==> src/rtl/afbd_pkg.sv <==
`timescale 1ns / 1ps
// Shared types, constants and elaboration-time functions for the box decoder.
// Used by every module of the block; depends on nothing else.
package afbd_pkg;

    // Default block parameters.
    localparam int MAX_GRID        = 128;
    localparam int SIGMOID_ENTRIES = 1024;
    localparam int QUEUE_DEPTH     = 8;

    // Field widths fixed by the item formats.
    localparam int LOGIT_W  = 16;
    localparam int SCORE_W  = 16;
    localparam int COORD_W  = 16;
    localparam int POS_W    = 7;
    localparam int SHIFT_W  = 3;
    localparam int PIX_W    = 11;
    localparam int CONF_W   = 10;
    localparam int BOX_W    = 15;
    localparam int CX_W     = 21;
    localparam int SIZE_W   = 14;
    localparam int CORNER_W = 24;

    // Input item layout inside the stream data word.
    localparam int NUM_LOGITS = 5;
    localparam int COL_LSB    = 80;
    localparam int ROW_LSB    = 87;
    localparam int SHIFT_LSB  = 94;
    localparam int IN_DATA_W  = 104;
    localparam int OUT_DATA_W = 112;

    // Logit slots in the input word.
    localparam int LOGIT_OBJ = 0;
    localparam int LOGIT_X   = 1;
    localparam int LOGIT_Y   = 2;
    localparam int LOGIT_W_SLOT = 3;
    localparam int LOGIT_H   = 4;

    // Configuration port.
    localparam int CFG_IDX_W  = 3;
    localparam int CFG_DATA_W = 16;
    localparam logic [CFG_IDX_W-1:0] CFG_SCORE_THRESHOLD = 3'd0;
    localparam logic [CFG_IDX_W-1:0] CFG_MIN_BOX         = 3'd1;
    localparam logic [CFG_IDX_W-1:0] CFG_MAX_BOX         = 3'd2;
    localparam logic [CFG_IDX_W-1:0] CFG_IMAGE_WIDTH     = 3'd3;
    localparam logic [CFG_IDX_W-1:0] CFG_IMAGE_HEIGHT    = 3'd4;

    localparam logic [SCORE_W-1:0] RST_SCORE_THRESHOLD = 16'd22938;
    localparam logic [BOX_W-1:0]   RST_MIN_BOX         = 15'd160;
    localparam logic [BOX_W-1:0]   RST_MAX_BOX         = 15'd10240;
    localparam logic [PIX_W-1:0]   RST_IMAGE_WIDTH     = 11'd640;
    localparam logic [PIX_W-1:0]   RST_IMAGE_HEIGHT    = 11'd640;

    // Sigmoid table construction.
    localparam int EXP_BITS = 12;
    localparam longint unsigned EXP_STEP_Q32 = 64'd4278222805;

    typedef struct packed {
        logic [SCORE_W-1:0] score_threshold;
        logic [BOX_W-1:0]   min_box;
        logic [BOX_W-1:0]   max_box;
        logic [PIX_W-1:0]   image_width;
        logic [PIX_W-1:0]   image_height;
    } afbd_cfg_t;

    // One classified cell as it travels from the front to the back.
    typedef struct packed {
        logic                      keep;
        logic signed [COORD_W-1:0] box_left;
        logic signed [COORD_W-1:0] box_top;
        logic signed [COORD_W-1:0] box_right;
        logic signed [COORD_W-1:0] box_bottom;
        logic [SCORE_W-1:0]        score;
        logic                      last;
        logic [PIX_W-1:0]          center_x;
        logic [PIX_W-1:0]          center_y;
    } afbd_cell_t;

    // Shift-subtract division, used only while the table is built.
    function automatic longint unsigned udiv64(input longint unsigned num,
                                               input longint unsigned den);
        logic [64:0]     rem;
        longint unsigned quo;
        rem = '0;
        quo = '0;
        for (int i = 63; i >= 0; i--)
        begin
            rem = {rem[63:0], num[i]};
            if (rem >= {1'b0, den})
            begin
                rem    = rem - {1'b0, den};
                quo[i] = 1'b1;
            end
        end
        return quo;
    endfunction

    // Q32 product with round half up.
    function automatic longint unsigned qmul32(input longint unsigned a,
                                               input longint unsigned b);
        return (a * b + 64'h0000_0000_8000_0000) >> 32;
    endfunction

    // Sigmoid table entry idx of a table with the given number of entries.
    function automatic logic [SCORE_W-1:0] sig_entry(input int idx, input int entries);
        longint unsigned pw [EXP_BITS];
        longint unsigned e;
        longint unsigned den;
        longint unsigned s;
        int              x;
        int              a;
        pw[0] = EXP_STEP_Q32;
        for (int k = 1; k < EXP_BITS; k++)
        begin
            pw[k] = qmul32(pw[k-1], pw[k-1]);
        end
        x = -2048 + int'(udiv64(64'(idx) * 64'd4096, 64'(entries)));
        a = (x < 0) ? -x : x;
        e = 64'd1 << 32;
        for (int k = 0; k < EXP_BITS; k++)
        begin
            if (a[k])
            begin
                e = qmul32(e, pw[k]);
            end
        end
        den = (64'd1 << 32) + e;
        if (x >= 0)
        begin
            s = udiv64((64'd1 << 48) + (den >> 1), den);
        end
        else
        begin
            s = udiv64(e * 64'd65536 + (den >> 1), den);
        end
        return (s > 64'd65535) ? 16'hFFFF : s[15:0];
    endfunction

endpackage

==> src/rtl/afbd_back.sv <==
`timescale 1ns / 1ps
// Back part of the box decoder: best-box tracker and the output register.
// Depends on afbd_pkg.
module afbd_back (
    input  logic                            clk,
    input  logic                            rst_n,
    input  logic                            q_valid,
    input  afbd_pkg::afbd_cell_t            q_cell,
    output logic                            q_pop,
    output logic                            m_tvalid,
    input  logic                            m_tready,
    output logic [afbd_pkg::OUT_DATA_W-1:0] m_tdata,
    output logic                            m_tuser,
    output logic                            m_tlast
);

    logic                          best_valid_reg;
    logic                          best_valid_next;
    logic [afbd_pkg::SCORE_W-1:0]  best_score_reg;
    logic [afbd_pkg::SCORE_W-1:0]  best_score_next;
    logic [afbd_pkg::PIX_W-1:0]    best_x_reg;
    logic [afbd_pkg::PIX_W-1:0]    best_x_next;
    logic [afbd_pkg::PIX_W-1:0]    best_y_reg;
    logic [afbd_pkg::PIX_W-1:0]    best_y_next;

    logic                          out_valid_reg;
    logic                          out_valid_next;
    logic [afbd_pkg::OUT_DATA_W-1:0] out_data_reg;
    logic [afbd_pkg::OUT_DATA_W-1:0] out_data_next;
    logic                          out_keep_reg;
    logic                          out_last_reg;

    logic                          take;
    logic                          upd;
    logic                          eff_valid;
    logic [afbd_pkg::SCORE_W-1:0]  eff_score;
    logic [afbd_pkg::PIX_W-1:0]    eff_x;
    logic [afbd_pkg::PIX_W-1:0]    eff_y;
    logic [25:0]                   conf_prod;
    logic [afbd_pkg::PIX_W-1:0]    rep_x;
    logic [afbd_pkg::PIX_W-1:0]    rep_y;
    logic [afbd_pkg::CONF_W-1:0]   rep_conf;

    assign take  = q_valid && (!out_valid_reg || m_tready);
    assign q_pop = take;

    always_comb
    begin
        // A later box wins only on a strictly higher score.
        upd       = q_cell.keep && (!best_valid_reg || (q_cell.score > best_score_reg));
        eff_valid = upd || best_valid_reg;
        eff_score = upd ? q_cell.score : best_score_reg;
        eff_x     = upd ? q_cell.center_x : best_x_reg;
        eff_y     = upd ? q_cell.center_y : best_y_reg;
        conf_prod = 26'(eff_score) * 26'd1000 + 26'd32768;

        if (q_cell.last && eff_valid)
        begin
            rep_x    = eff_x;
            rep_y    = eff_y;
            rep_conf = conf_prod[25:16];
        end
        else
        begin
            rep_x    = '0;
            rep_y    = '0;
            rep_conf = '0;
        end

        best_valid_next = best_valid_reg;
        best_score_next = best_score_reg;
        best_x_next     = best_x_reg;
        best_y_next     = best_y_reg;
        if (take)
        begin
            if (q_cell.last)
            begin
                best_valid_next = 1'b0;
                best_score_next = '0;
                best_x_next     = '0;
                best_y_next     = '0;
            end
            else
            begin
                best_valid_next = eff_valid;
                best_score_next = eff_score;
                best_x_next     = eff_x;
                best_y_next     = eff_y;
            end
        end

        out_valid_next = out_valid_reg;
        if (take)
        begin
            out_valid_next = 1'b1;
        end
        else if (m_tready)
        begin
            out_valid_next = 1'b0;
        end

        out_data_next = {rep_conf, rep_y, rep_x, q_cell.score, q_cell.box_bottom,
                         q_cell.box_right, q_cell.box_top, q_cell.box_left};
    end

    always_ff @(posedge clk or negedge rst_n)
    begin
        if (!rst_n)
        begin
            best_valid_reg <= 1'b0;
            best_score_reg <= '0;
            best_x_reg     <= '0;
            best_y_reg     <= '0;
            out_valid_reg  <= 1'b0;
        end
        else
        begin
            best_valid_reg <= best_valid_next;
            best_score_reg <= best_score_next;
            best_x_reg     <= best_x_next;
            best_y_reg     <= best_y_next;
            out_valid_reg  <= out_valid_next;
        end
    end

    always_ff @(posedge clk)
    begin
        if (take)
        begin
            out_data_reg <= out_data_next;
            out_keep_reg <= q_cell.keep;
            out_last_reg <= q_cell.last;
        end
    end

    assign m_tvalid = out_valid_reg;
    assign m_tdata  = out_data_reg;
    assign m_tuser  = out_keep_reg;
    assign m_tlast  = out_last_reg;

    // The tracker starts every frame empty.
    assert property (@(posedge clk) disable iff (!rst_n)
        take && q_cell.last |=> !best_valid_reg && (best_score_reg == '0))
        else $error("tracker not cleared after the last cell of a frame");

endmodule

==> config.mk <==
export PLATFORM = sky130hd
export DESIGN_NAME = afbd_back
export DESIGN_NICKNAME = d
export VERILOG_FILES = /design/src/rtl/afbd_pkg.sv /design/src/rtl/afbd_back.sv
export SDC_FILE = /design/constraint.sdc
export NUM_CORES = 1
export LEC_CHECK = 0
export BUFFER_PORTS_ARGS = -buffer_cell sky130_fd_sc_hd__buf_2
export CORE_MARGIN = 2
export CORE_UTILIZATION = 55
export DETAILED_ROUTE_END_ITERATION = 8
export PLACE_DENSITY = 0.87
export SYNTH_ARGS = -nofsm -noshare
export SYNTH_HDL_FRONTEND = slang
export SYNTH_SLANG_ARGS = --single-unit
==> constraint.sdc <==
create_clock -name clk -period 15.9 [get_ports clk]
set_input_delay 3.18 -clock clk [delete_from_list [all_inputs] [get_ports clk]]
set_output_delay 3.18 -clock clk [all_outputs]
set_load 0.005 [all_outputs]
==> results.json <==
{
  "ir_drop_uv": 186,
  "worst_clock_skew_ns": 0.00846,
  "ys_seq_elements": 154,
  "synth_edf_count": 114,
  "yosys_warnings": 0,
  "cts_setup_buffers": 0,
  "largest_reg_flops": 112,
  "ctsHtreeMaxLevel": 4,
  "nets": 1206,
  "cp_max_fo": 54,
  "worstSetupPathDepth": 26,
  "grt_max_degree": 83,
  "yosysSeqAreaShare": 0.486,
  "antenna_found_initial": 9,
  "drt_iter0_drc": 573,
  "rr_startpoint": "best_score_reg[7]$_DFFE_PN0P_",
  "worst_ep_arrival_time_ns": 11.84,
  "die_y_um": 133,
  "hold_buffers": 0,
  "crit_buf_inv": 5,
  "route.detailed.drc": 0,
  "p_leak_nw": 5.13,
  "cts_buffer_depth": 2,
  "ctsResizeCount": 0,
  "ys_async_sr_fraction": 0.260,
  "port_buffers": 223,
  "critPathCaptureType": "flip-flop",
  "vias": 6993,
  "period_share": 0.728,
  "grt_pass1_vias": 7084,
  "r2r_setup_slack_ns": 6.82,
  "synth_cell_types": 62,
  "syn-num-nets": 983,
  "timing.rr.end": "m_tdata[110]$_SDFFCE_PN0P_",
  "cts_buffers": 17,
  "finalMaxSlewViolations": 0,
  "place.gp.congestion": 0.882,
  "worst_hold_path_type": "flip-flop to flip-flop",
  "die_area_um2": 17600,
  "viasPerCell": 5.74,
  "drive_above_1_share": 0.281,
  "hpwl_um": 17300,
  "path_delay_family": "adder cells",
  "start_util": 0.555,
  "max_stage_delay_ns": 0.71,
  "routed_wirelength_um": 23800,
  "overflow": 0,
  "netlist_instances": 754,
  "cts.sinks": 154,
  "cap_violations": 0,
  "hold_viol": 0,
  "final_common_cell": "buf_2",
  "cts_tree": "built",
  "slew_headroom": 0.327,
  "cpMostUsedCell": "fa_1",
  "ff2ff_path_depth": 26,
  "cp_data_required_time_ns": 16.17,
  "cts-root-buf": "clkbuf_16",
  "cp-startpoint": "q_cell[30]",
  "rsz0062_at_grt": "false",
  "dr.pass1.iters": 6,
  "syn_area_um2": 9110,
  "core_um2": 16400,
  "setup.worst_path.start_class": "primary input",
  "synth_ff_type": "edfxtp_1",
  "wl_per_cell_um": 19.6,
  "setup_violations": 0,
  "insertion_delay_ns": 0.42,
  "cellPowerDensity_nw_per_um2": 257,
  "ant_nets": 0,
  "grt_pass1_wl_um": 37900,
  "outcome": "completed",
  "clk_pin_slew_ns": 0.06,
  "synthToLayoutAreaGrowth_pct": 22.0,
  "grt.total_usage": 0.278,
  "avgSynthCellArea_um2": 12.1,
  "fp.dieW_um": 133,
  "rows": 47,
  "fmax_mhz": 86.4,
  "worstSetupEndpoint": "m_tdata[110]$_SDFFCE_PN0P_",
  "criticalPathCategory": "primary input to flip-flop",
  "power_w": 0.00286,
  "setup_tns_ns": 0,
  "period_needed_ns": 11.58,
  "worst_slew_pin_slew_ns": 1.01,
  "critPathSlowestCell": "buf_4",
  "pin_count": 224,
  "mostFrequentLayoutCells": "223 x buf_2, 114 x edfxtp_1, 102 x inv_1"
}
## cell usage after synthesis, types with 10 or more instances
cell	n	area (um^2)
a21oi_1	29	145
nand2_1	46	173
nand3_1	10	50.1
a22oi_1	23	173
o21ai_0	32	160
xnor2_1	10	87.6
o22ai_1	13	81.3
inv_1	103	387
nor2_1	45	169
mux2i_1	37	370
edfxtp_1	114	3420
dfrtp_1	40	1000
clkbuf_1	20	75.1
fa_1	53	1060
ha_1	68	851
## through the flow
step / area (um^2) / worst slack, ns / hold slack (ns) / instances / util
2_1_floorplan: 9110 / 5.48 / 0.471 / 754 / -
3_3_place_gp: 10400 / 4.30 / 0.485 / 1178 / 0.637
3_5_place_dp: 10400 / 4.03 / 0.498 / 1178 / 0.637
4_1_cts: 11100 / 4.43 / 0.516 / 1210 / 0.676
5_1_grt: 11100 / 3.74 / 0.552 / 1219 / 0.678
6_report: 11100 / 4.32 / 0.514 / 1219 / 0.678
## worst min path at each step
stage | start | to | slack, ns | cells past startpoint
2_1_floorplan | best_x_reg[0]$_DFFE_PN0P_ | best_x_reg[0]$_DFFE_PN0P_ | 0.47 | 2
3_3_place_gp | best_y_reg[1]$_DFFE_PN0P_ | best_y_reg[1]$_DFFE_PN0P_ | 0.49 | 2
3_5_place_dp | best_y_reg[7]$_DFFE_PN0P_ | best_y_reg[7]$_DFFE_PN0P_ | 0.50 | 2
4_1_cts | best_x_reg[9]$_DFFE_PN0P_ | best_x_reg[9]$_DFFE_PN0P_ | 0.52 | 2
5_1_grt | best_x_reg[2]$_DFFE_PN0P_ | best_x_reg[2]$_DFFE_PN0P_ | 0.55 | 2
6_report | best_x_reg[9]$_DFFE_PN0P_ | best_x_reg[9]$_DFFE_PN0P_ | 0.51 | 2
## power by group
group	internal [W]	leakage [nW]	switching, W
Combinational	0.000748	3.19	0.00113
Clock	0.000270	0.321	0.000175
Sequential	0.000505	1.62	0.0000261
## cell families (layout without fill, tap and decap cells)
| group | after synthesis | after routing | share of synthesized area |
|---|---|---|---|
| flip-flops | 154 | 154 | 0.486 |
| AND/OR/NAND/NOR | 149 | 149 | 0.0799 |
| AO/OA/AOI/OAI | 148 | 148 | 0.110 |
| buffers and inverters | 127 | 363 | 0.0535 |
| adder cells (fa/ha/maj) | 121 | 121 | 0.210 |
| multiplexers | 43 | 43 | 0.0493 |
| XOR/XNOR | 12 | 12 | 0.0115 |
| other | 0 | 9 | 0 |
## layout make-up
cell class                      count  area (um^2)
Tap cell                          220          275
Multi-Input combinational cell    473         4200
Clock buffer                       17          425
Sequential cell                   154         4420
Antenna cell                        9         22.5
Clock inverter                     15          223
Timing Repair Buffer              228         1150
Fill cell                        1060         5290
Inverter                          103          389
## worst min-delay path, delay by kind of cell, from the launching register on
| family | cells | cell delay, ns |
|---|---|---|
| AOI/OAI and AO/OA | 1 | 0.07 |
| DFF | 1 | 0.36 |
| and+or+nand+nor | 1 | 0.05 |
## metal layers
layer / global-route usage / wire, um / vias up
li1: - / - / 3137
met5: 0 / 7 / -
met1: 0.316 / 8550 / 3439
met3: 0.0602 / 1670 / 73
met4: 0.128 / 945 / 2
met2: 0.499 / 12700 / 342
(Power assumes the default switching activity.)
