### src/rtl/afbd_pkg.sv
`timescale 1ns / 1ps
// Shared types, constants and elaboration-time functions for the box decoder.
// Used by every module of the block; depends on nothing else.
package afbd_pkg;

    // Default block parameters.
    localparam int MAX_GRID        = 128;
    localparam int SIGMOID_ENTRIES = 1024;
    localparam int QUEUE_DEPTH     = 8;

    // Field widths fixed by the item formats.
    localparam int LOGIT_W  = 16;
    localparam int SCORE_W  = 16;
    localparam int COORD_W  = 16;
    localparam int POS_W    = 7;
    localparam int SHIFT_W  = 3;
    localparam int PIX_W    = 11;
    localparam int CONF_W   = 10;
    localparam int BOX_W    = 15;
    localparam int CX_W     = 21;
    localparam int SIZE_W   = 14;
    localparam int CORNER_W = 24;

    // Input item layout inside the stream data word.
    localparam int NUM_LOGITS = 5;
    localparam int COL_LSB    = 80;
    localparam int ROW_LSB    = 87;
    localparam int SHIFT_LSB  = 94;
    localparam int IN_DATA_W  = 104;
    localparam int OUT_DATA_W = 112;

    // Logit slots in the input word.
    localparam int LOGIT_OBJ = 0;
    localparam int LOGIT_X   = 1;
    localparam int LOGIT_Y   = 2;
    localparam int LOGIT_W_SLOT = 3;
    localparam int LOGIT_H   = 4;

    // Configuration port.
    localparam int CFG_IDX_W  = 3;
    localparam int CFG_DATA_W = 16;
    localparam logic [CFG_IDX_W-1:0] CFG_SCORE_THRESHOLD = 3'd0;
    localparam logic [CFG_IDX_W-1:0] CFG_MIN_BOX         = 3'd1;
    localparam logic [CFG_IDX_W-1:0] CFG_MAX_BOX         = 3'd2;
    localparam logic [CFG_IDX_W-1:0] CFG_IMAGE_WIDTH     = 3'd3;
    localparam logic [CFG_IDX_W-1:0] CFG_IMAGE_HEIGHT    = 3'd4;

    localparam logic [SCORE_W-1:0] RST_SCORE_THRESHOLD = 16'd22938;
    localparam logic [BOX_W-1:0]   RST_MIN_BOX         = 15'd160;
    localparam logic [BOX_W-1:0]   RST_MAX_BOX         = 15'd10240;
    localparam logic [PIX_W-1:0]   RST_IMAGE_WIDTH     = 11'd640;
    localparam logic [PIX_W-1:0]   RST_IMAGE_HEIGHT    = 11'd640;

    // Sigmoid table construction.
    localparam int EXP_BITS = 12;
    localparam longint unsigned EXP_STEP_Q32 = 64'd4278222805;

    typedef struct packed {
        logic [SCORE_W-1:0] score_threshold;
        logic [BOX_W-1:0]   min_box;
        logic [BOX_W-1:0]   max_box;
        logic [PIX_W-1:0]   image_width;
        logic [PIX_W-1:0]   image_height;
    } afbd_cfg_t;

    // One classified cell as it travels from the front to the back.
    typedef struct packed {
        logic                      keep;
        logic signed [COORD_W-1:0] box_left;
        logic signed [COORD_W-1:0] box_top;
        logic signed [COORD_W-1:0] box_right;
        logic signed [COORD_W-1:0] box_bottom;
        logic [SCORE_W-1:0]        score;
        logic                      last;
        logic [PIX_W-1:0]          center_x;
        logic [PIX_W-1:0]          center_y;
    } afbd_cell_t;

    // Shift-subtract division, used only while the table is built.
    function automatic longint unsigned udiv64(input longint unsigned num,
                                               input longint unsigned den);
        logic [64:0]     rem;
        longint unsigned quo;
        rem = '0;
        quo = '0;
        for (int i = 63; i >= 0; i--)
        begin
            rem = {rem[63:0], num[i]};
            if (rem >= {1'b0, den})
            begin
                rem    = rem - {1'b0, den};
                quo[i] = 1'b1;
            end
        end
        return quo;
    endfunction

    // Q32 product with round half up.
    function automatic longint unsigned qmul32(input longint unsigned a,
                                               input longint unsigned b);
        return (a * b + 64'h0000_0000_8000_0000) >> 32;
    endfunction

    // Sigmoid table entry idx of a table with the given number of entries.
    function automatic logic [SCORE_W-1:0] sig_entry(input int idx, input int entries);
        longint unsigned pw [EXP_BITS];
        longint unsigned e;
        longint unsigned den;
        longint unsigned s;
        int              x;
        int              a;
        pw[0] = EXP_STEP_Q32;
        for (int k = 1; k < EXP_BITS; k++)
        begin
            pw[k] = qmul32(pw[k-1], pw[k-1]);
        end
        x = -2048 + int'(udiv64(64'(idx) * 64'd4096, 64'(entries)));
        a = (x < 0) ? -x : x;
        e = 64'd1 << 32;
        for (int k = 0; k < EXP_BITS; k++)
        begin
            if (a[k])
            begin
                e = qmul32(e, pw[k]);
            end
        end
        den = (64'd1 << 32) + e;
        if (x >= 0)
        begin
            s = udiv64((64'd1 << 48) + (den >> 1), den);
        end
        else
        begin
            s = udiv64(e * 64'd65536 + (den >> 1), den);
        end
        return (s > 64'd65535) ? 16'hFFFF : s[15:0];
    endfunction

endpackage

### src/rtl/afbd_fifo.sv
`timescale 1ns / 1ps
// Short queue of classified cells between the front and the back part.
// Depends on afbd_pkg for the cell type.
module afbd_fifo #(
    parameter int DEPTH = afbd_pkg::QUEUE_DEPTH
) (
    input  logic                 clk,
    input  logic                 rst_n,
    input  logic                 push,
    input  afbd_pkg::afbd_cell_t push_cell,
    input  logic                 pop,
    output afbd_pkg::afbd_cell_t pop_cell,
    output logic                 not_empty
);

    localparam int PTR_W = $clog2(DEPTH);
    localparam int CNT_W = $clog2(DEPTH + 1);

    afbd_pkg::afbd_cell_t mem_reg [DEPTH];
    logic [PTR_W-1:0]     wr_ptr_reg;
    logic [PTR_W-1:0]     wr_ptr_next;
    logic [PTR_W-1:0]     rd_ptr_reg;
    logic [PTR_W-1:0]     rd_ptr_next;
    logic [CNT_W-1:0]     count_reg;
    logic [CNT_W-1:0]     count_next;

    always_comb
    begin
        wr_ptr_next = wr_ptr_reg;
        rd_ptr_next = rd_ptr_reg;
        count_next  = count_reg;
        if (push)
        begin
            wr_ptr_next = (wr_ptr_reg == PTR_W'(DEPTH - 1)) ? '0 : wr_ptr_reg + 1'b1;
        end
        if (pop)
        begin
            rd_ptr_next = (rd_ptr_reg == PTR_W'(DEPTH - 1)) ? '0 : rd_ptr_reg + 1'b1;
        end
        if (push && !pop)
        begin
            count_next = count_reg + 1'b1;
        end
        else if (pop && !push)
        begin
            count_next = count_reg - 1'b1;
        end
    end

    always_ff @(posedge clk or negedge rst_n)
    begin
        if (!rst_n)
        begin
            wr_ptr_reg <= '0;
            rd_ptr_reg <= '0;
            count_reg  <= '0;
        end
        else
        begin
            wr_ptr_reg <= wr_ptr_next;
            rd_ptr_reg <= rd_ptr_next;
            count_reg  <= count_next;
        end
    end

    always_ff @(posedge clk)
    begin
        if (push)
        begin
            mem_reg[wr_ptr_reg] <= push_cell;
        end
    end

    assign pop_cell  = mem_reg[rd_ptr_reg];
    assign not_empty = (count_reg != '0);

    // The credit count upstream must keep the queue from overflowing.
    assert property (@(posedge clk) disable iff (!rst_n)
        push |-> (count_reg < CNT_W'(DEPTH)) || pop)
        else $error("cell queue written while full");

    assert property (@(posedge clk) disable iff (!rst_n)
        pop |-> count_reg != '0)
        else $error("cell queue read while empty");

endmodule

### config.mk
export PLATFORM = sky130hd
export DESIGN_NAME = afbd_fifo
export DESIGN_NICKNAME = d
export VERILOG_FILES = /design/src/rtl/afbd_pkg.sv /design/src/rtl/afbd_fifo.sv
export SDC_FILE = /design/constraint.sdc
export NUM_CORES = 1
export LEC_CHECK = 0
export ABC_CLOCK_PERIOD_IN_PS = 17200
export BUFFER_PORTS_ARGS = -buffer_cell sky130_fd_sc_hd__clkbuf_2
export CORE_ASPECT_RATIO = 0.8
export CORE_UTILIZATION = 30
export CTS_CLUSTER_SIZE = 24
export DETAILED_ROUTE_END_ITERATION = 6
export GPL_TIMING_DRIVEN = 0
export REMOVE_ABC_BUFFERS = 1
export SETUP_SLACK_MARGIN = 0.2
export SYNTH_ARGS = -nofsm -noshare
export SYNTH_HDL_FRONTEND = slang
export SYNTH_SLANG_ARGS = --single-unit
### constraint.sdc
create_clock -name clk -period 17.2 [get_ports clk]
set_input_delay 2.58 -clock clk [delete_from_list [all_inputs] [get_ports clk]]
set_output_delay 2.58 -clock clk [all_outputs]
set_load 0.005 [all_outputs]
==> flow_metrics.env <==
export IMPL_synthTopCellsByArea="sky130_fd_sc_hd__edfxtp_1, sky130_fd_sc_hd__mux4_2, sky130_fd_sc_hd__mux2_2, sky130_fd_sc_hd__dfrtp_1, sky130_fd_sc_hd__buf_6"
export IMPL_first_global_vias=15100
export IMPL_number_of_nets_in_the_layout=1695
export IMPL_crit_path_frequent_cell="sky130_fd_sc_hd__buf_16"
export IMPL_floorplan_initialDensity=0.304
export IMPL_synth_seq_cells=842
export IMPL_portBuffers=212
export IMPL_setup_repair_after_global_routing_missed_its_margin="false"
export IMPL_final_count_of_hold_timing_violations=0
export IMPL_total_number_of_placement_rows=106
export IMPL_met2WireLength_microns=31600
export IMPL_p_total_w=0.00628
export IMPL_synth_area_mux_share=0.186
export IMPL_syn_area_per_cell_sq_um=25.1
export IMPL_insertion_delay_ns=0.66
export IMPL_design_die_area_sq_mm=0.108
export IMPL_combinational_family_with_the_most_area_after_synthesis="multiplexers"
export IMPL_cp_depth=5
export IMPL_power_net_switching_w=0.00175
export IMPL_worstRegToRegCells=8
export IMPL_wl_met1_microns=28800
export IMPL_netlist_cell_type_count=25
export IMPL_yosys_area_top_type="sky130_fd_sc_hd__edfxtp_1"
export IMPL_power_per_cell_area_mw_per_mm2=164
export IMPL_dp_hpwl_microns=41500
export IMPL_floorplan_io_pins=213
export IMPL_syn_instance_count=1268
export IMPL_worstHoldPathType="flop to flop"
export IMPL_timing_critical_path_to_type="output port"
export IMPL_reg2reg_setup_slack_ns=14.30
export IMPL_share_comb_of_total_power=0.297
export IMPL_postLayoutCoreUtil=0.365
export IMPL_clock_pin_transition_on_the_worst_setup_and_hold_timing_paths_ns=0.06
export IMPL_vias_per_cell=4.61
export IMPL_routed_met3_length_microns=3860
export IMPL_clk_root_buffer_cell="sky130_fd_sc_hd__clkbuf_16"
export IMPL_fmax_mhz=171
export IMPL_cts_sinks=842
export IMPL_power_clock_fraction=0.277
export IMPL_critPathTopFamily="flip-flops"
export IMPL_grt_overflow=0
export IMPL_cts_buffers=85
export IMPL_die_w_microns=366
export IMPL_critical_path_n_buffers_inverters=3
export IMPL_synth_yosys_warnings=0
export IMPL_initial_antenna_violation_count=7
export IMPL_route_detailed_drc=0
export IMPL_drt_iter0_drc=930
export IMPL_finalWirelength_microns=65600
export IMPL_ys_seq_area_frac=0.791
export IMPL_cts_tree="built"
export IMPL_regToRegEndpoint="mem_reg[0][44]$_DFFE_PP_"
export IMPL_worstReg2RegStart="wr_ptr_reg[2]$_DFFE_PN0P_"
export IMPL_compound_gate_portion_of_the_synthesized_area=0.00161
export IMPL_critPathCapture="pop_cell[101]"
export IMPL_crit_path_start="rd_ptr_reg[1]$_DFFE_PN0P_"
export IMPL_synth_simple_area_share=0.00408
export IMPL_routed_top_layer="met5"
export IMPL_count_of_cells_resized_by_post_cts_repair=0
export IMPL_netSwitchingFraction=0.279
export IMPL_ctsHtreeMaxLevel=3
export IMPL_layout_min_cycle_time_ns=5.85
export IMPL_seq_power_share=0.426
export IMPL_startpoint_type="flop"
export IMPL_global_route_usage_total=0.123
export IMPL_power_leakage_nw=12.3
export IMPL_first_pass_iters=4
export IMPL_detail_route_antenna_nets=0
export IMPL_largest_register_ffs=832
export IMPL_cp_data_arrival_time_ns=3.27
export IMPL_worstSetupPathType="flop to output port"
export IMPL_post_synth_fa_ha_maj_area_fraction=0.00337
export IMPL_timing_clock_skew_ns=0.0257
export IMPL_syn_area_sq_mm=0.0319
export IMPL_crit_path_cell_trace="buf_16 -> buf_16 -> mux4_2 -> mux2_2 -> clkbuf_2"
export IMPL_post_cts_repair_setup_buffers=0
export IMPL_layout_drive_gt1_share=0.440
export IMPL_worst_ir_drop_vdd_v=0.000102
export IMPL_p_int_w=0.00452
export IMPL_critical_path_peak_fanout=57
export IMPL_timing_critical_path_slowest_stage_cell="sky130_fd_sc_hd__dfrtp_4"
export IMPL_route_detailed_wl_per_inst_microns=21.5
export IMPL_die_h_microns=294
export IMPL_maxCapViolCount=0
export IMPL_cp_required_ns=14.62
export IMPL_wire_length_of_the_first_global_routing_pass_microns=97600
export IMPL_grt_max_degree=58
export IMPL_worst_max_slew_pin_slew_ns=0.899
export IMPL_dr_total_vias=14000
export IMPL_clock_path_buffers=3
export IMPL_area_delta_synth_final_pct=20.2
export IMPL_slew_viol_final=0
export IMPL_fillerInstances=9421
export IMPL_synthDominantCellAreaShare=0.784
export IMPL_setup_viol=0
export IMPL_timing_slew_headroom=0.401
export IMPL_place_gp_congestion=0.679
export IMPL_core_area_sq_mm=0.105
export IMPL_status="completed"
export IMPL_synth_xor_xnor_area_share=0.000549
export IMPL_hold_buffer_count_at_cts=0
export IMPL_slowest_delay_ns=0.97
export IMPL_finalCritPeriodShare=0.340
==> worst min path at each step <==
stage | end | start | cells past startpoint
after floorplan | count_reg[2]$_DFFE_PN0P_ | count_reg[2]$_DFFE_PN0P_ | 2
after global placement | count_reg[2]$_DFFE_PN0P_ | count_reg[2]$_DFFE_PN0P_ | 2
after detailed placement | count_reg[2]$_DFFE_PN0P_ | count_reg[2]$_DFFE_PN0P_ | 2
after CTS | count_reg[2]$_DFFE_PN0P_ | count_reg[2]$_DFFE_PN0P_ | 2
after global routing | wr_ptr_reg[2]$_DFFE_PN0P_ | wr_ptr_reg[2]$_DFFE_PN0P_ | 1
final | count_reg[2]$_DFFE_PN0P_ | count_reg[2]$_DFFE_PN0P_ | 2
==> placed cells by master (no fill, tap or decap), types with 3 or more instances in the layout <==
cell / netlist / final
sky130_fd_sc_hd__bufinv_16: 0 / 3
sky130_fd_sc_hd__clkbuf_2: 0 / 212
sky130_fd_sc_hd__clkinv_2: 0 / 6
sky130_fd_sc_hd__clkinv_1: 0 / 17
sky130_fd_sc_hd__edfxtp_1: 832 / 832
sky130_fd_sc_hd__clkinvlp_4: 0 / 4
sky130_fd_sc_hd__buf_12: 0 / 24
sky130_fd_sc_hd__nand2_1: 5 / 5
sky130_fd_sc_hd__clkinv_4: 0 / 3
sky130_fd_sc_hd__ha_1: 7 / 7
sky130_fd_sc_hd__inv_1: 4 / 4
sky130_fd_sc_hd__nor2_4: 0 / 6
sky130_fd_sc_hd__clkbuf_1: 21 / 23
sky130_fd_sc_hd__buf_6: 22 / 23
sky130_fd_sc_hd__dfrtp_4: 0 / 3
sky130_fd_sc_hd__inv_6: 0 / 4
sky130_fd_sc_hd__mux4_2: 208 / 208
sky130_fd_sc_hd__clkbuf_16: 0 / 86
sky130_fd_sc_hd__mux2_2: 109 / 109
sky130_fd_sc_hd__nand3b_1: 3 / 3
sky130_fd_sc_hd__buf_16: 0 / 19
sky130_fd_sc_hd__o21ai_0: 3 / 3
sky130_fd_sc_hd__buf_8: 0 / 6
sky130_fd_sc_hd__dfrtp_1: 10 / 7
==> worst register-to-register path, cell delays in order (launching register included) <==
cell	delay [ns]
sky130_fd_sc_hd__dfrtp_1	0.40
sky130_fd_sc_hd__nand2b_1	0.32
sky130_fd_sc_hd__nor3_2	0.73
sky130_fd_sc_hd__buf_6	0.27
sky130_fd_sc_hd__buf_6	0.17
sky130_fd_sc_hd__buf_6	0.15
sky130_fd_sc_hd__buf_6	0.17
sky130_fd_sc_hd__buf_6	0.18
sky130_fd_sc_hd__buf_6	0.18
==> Yosys cell counts <==
| master | instances |
|---|---|
| sky130_fd_sc_hd__ha_1 | 7 |
| sky130_fd_sc_hd__mux2_2 | 109 |
| sky130_fd_sc_hd__nand3_1 | 2 |
| sky130_fd_sc_hd__o211ai_1 | 2 |
| sky130_fd_sc_hd__dfrtp_1 | 10 |
| sky130_fd_sc_hd__buf_6 | 22 |
| sky130_fd_sc_hd__a2111o_1 | 1 |
| sky130_fd_sc_hd__fa_1 | 1 |
| sky130_fd_sc_hd__nand3b_1 | 3 |
| sky130_fd_sc_hd__clkbuf_1 | 21 |
| sky130_fd_sc_hd__mux2i_1 | 1 |
| sky130_fd_sc_hd__edfxtp_1 | 832 |
| sky130_fd_sc_hd__buf_1 | 3 |
| sky130_fd_sc_hd__mux4_2 | 208 |
| sky130_fd_sc_hd__buf_2 | 14 |
| sky130_fd_sc_hd__o21ai_0 | 3 |
| sky130_fd_sc_hd__xnor2_1 | 2 |
| sky130_fd_sc_hd__nand2b_1 | 2 |
| sky130_fd_sc_hd__nor2_1 | 8 |
| sky130_fd_sc_hd__inv_1 | 4 |
| sky130_fd_sc_hd__or4_1 | 2 |
| sky130_fd_sc_hd__or3_1 | 1 |
| sky130_fd_sc_hd__nand2_1 | 5 |
| sky130_fd_sc_hd__nor3_1 | 3 |
| sky130_fd_sc_hd__a21oi_1 | 2 |
==> metrics by stage <==
stage	hold WS (ns)	setup WS [ns]	TNS, ns	cell area [sq um]	instances
after global placement	0.528	-3.08	-561.43	34300	2824
after CTS	0.540	11.25	0	38300	3048
after floorplan	0.469	5.73	0	31500	1208
after detailed placement	0.527	11.94	0	35700	2896
after global routing	0.598	11.19	0	38300	3048
final	0.553	11.35	0	38300	3049
==> cells by family (layout without fill, tap and decap cells) <==
family | after synthesis | count (layout)
flops | 842 | 842
compound gates | 8 | 8
other cells | 0 | 1
xor+xnor | 2 | 2
buf+inv | 64 | 440
fa+ha+maj | 8 | 8
mux | 318 | 318
simple gates | 26 | 26
==> layer usage <==
layer  track usage  vias to the layer above
met5             0                        -
met4        0.0329                       14
met3        0.0373                      103
met2         0.197                      305
met1         0.162                     7524
li1              -                     6103
==> area by class of cell <==
class | count | area (sq um) | area share
inverter | 4 | 15.0 | 0.000392
antenna | 1 | 2.50 | 0.0000653
tap | 1404 | 1760 | 0.0458
timing repair buffer | 284 | 2410 | 0.0630
multi-input combinational | 362 | 6280 | 0.164
sequential | 842 | 25200 | 0.658
clock inverter | 41 | 358 | 0.00933
clock buffer | 111 | 2270 | 0.0591
==> power groups by stage <==
stage | Sequential [W] | Combinational (W) | Clock, W
after floorplan | 0.00290 | 0.00124 | 0
after detailed placement | 0.00272 | 0.00192 | 0
final | 0.00267 | 0.00186 | 0.00174
after global routing | 0.00270 | 0.00202 | 0.00187
after global placement | 0.00313 | 0.00198 | 0
after CTS | 0.00268 | 0.00192 | 0.00180
Note: power is estimated with default switching activity, not from simulation.
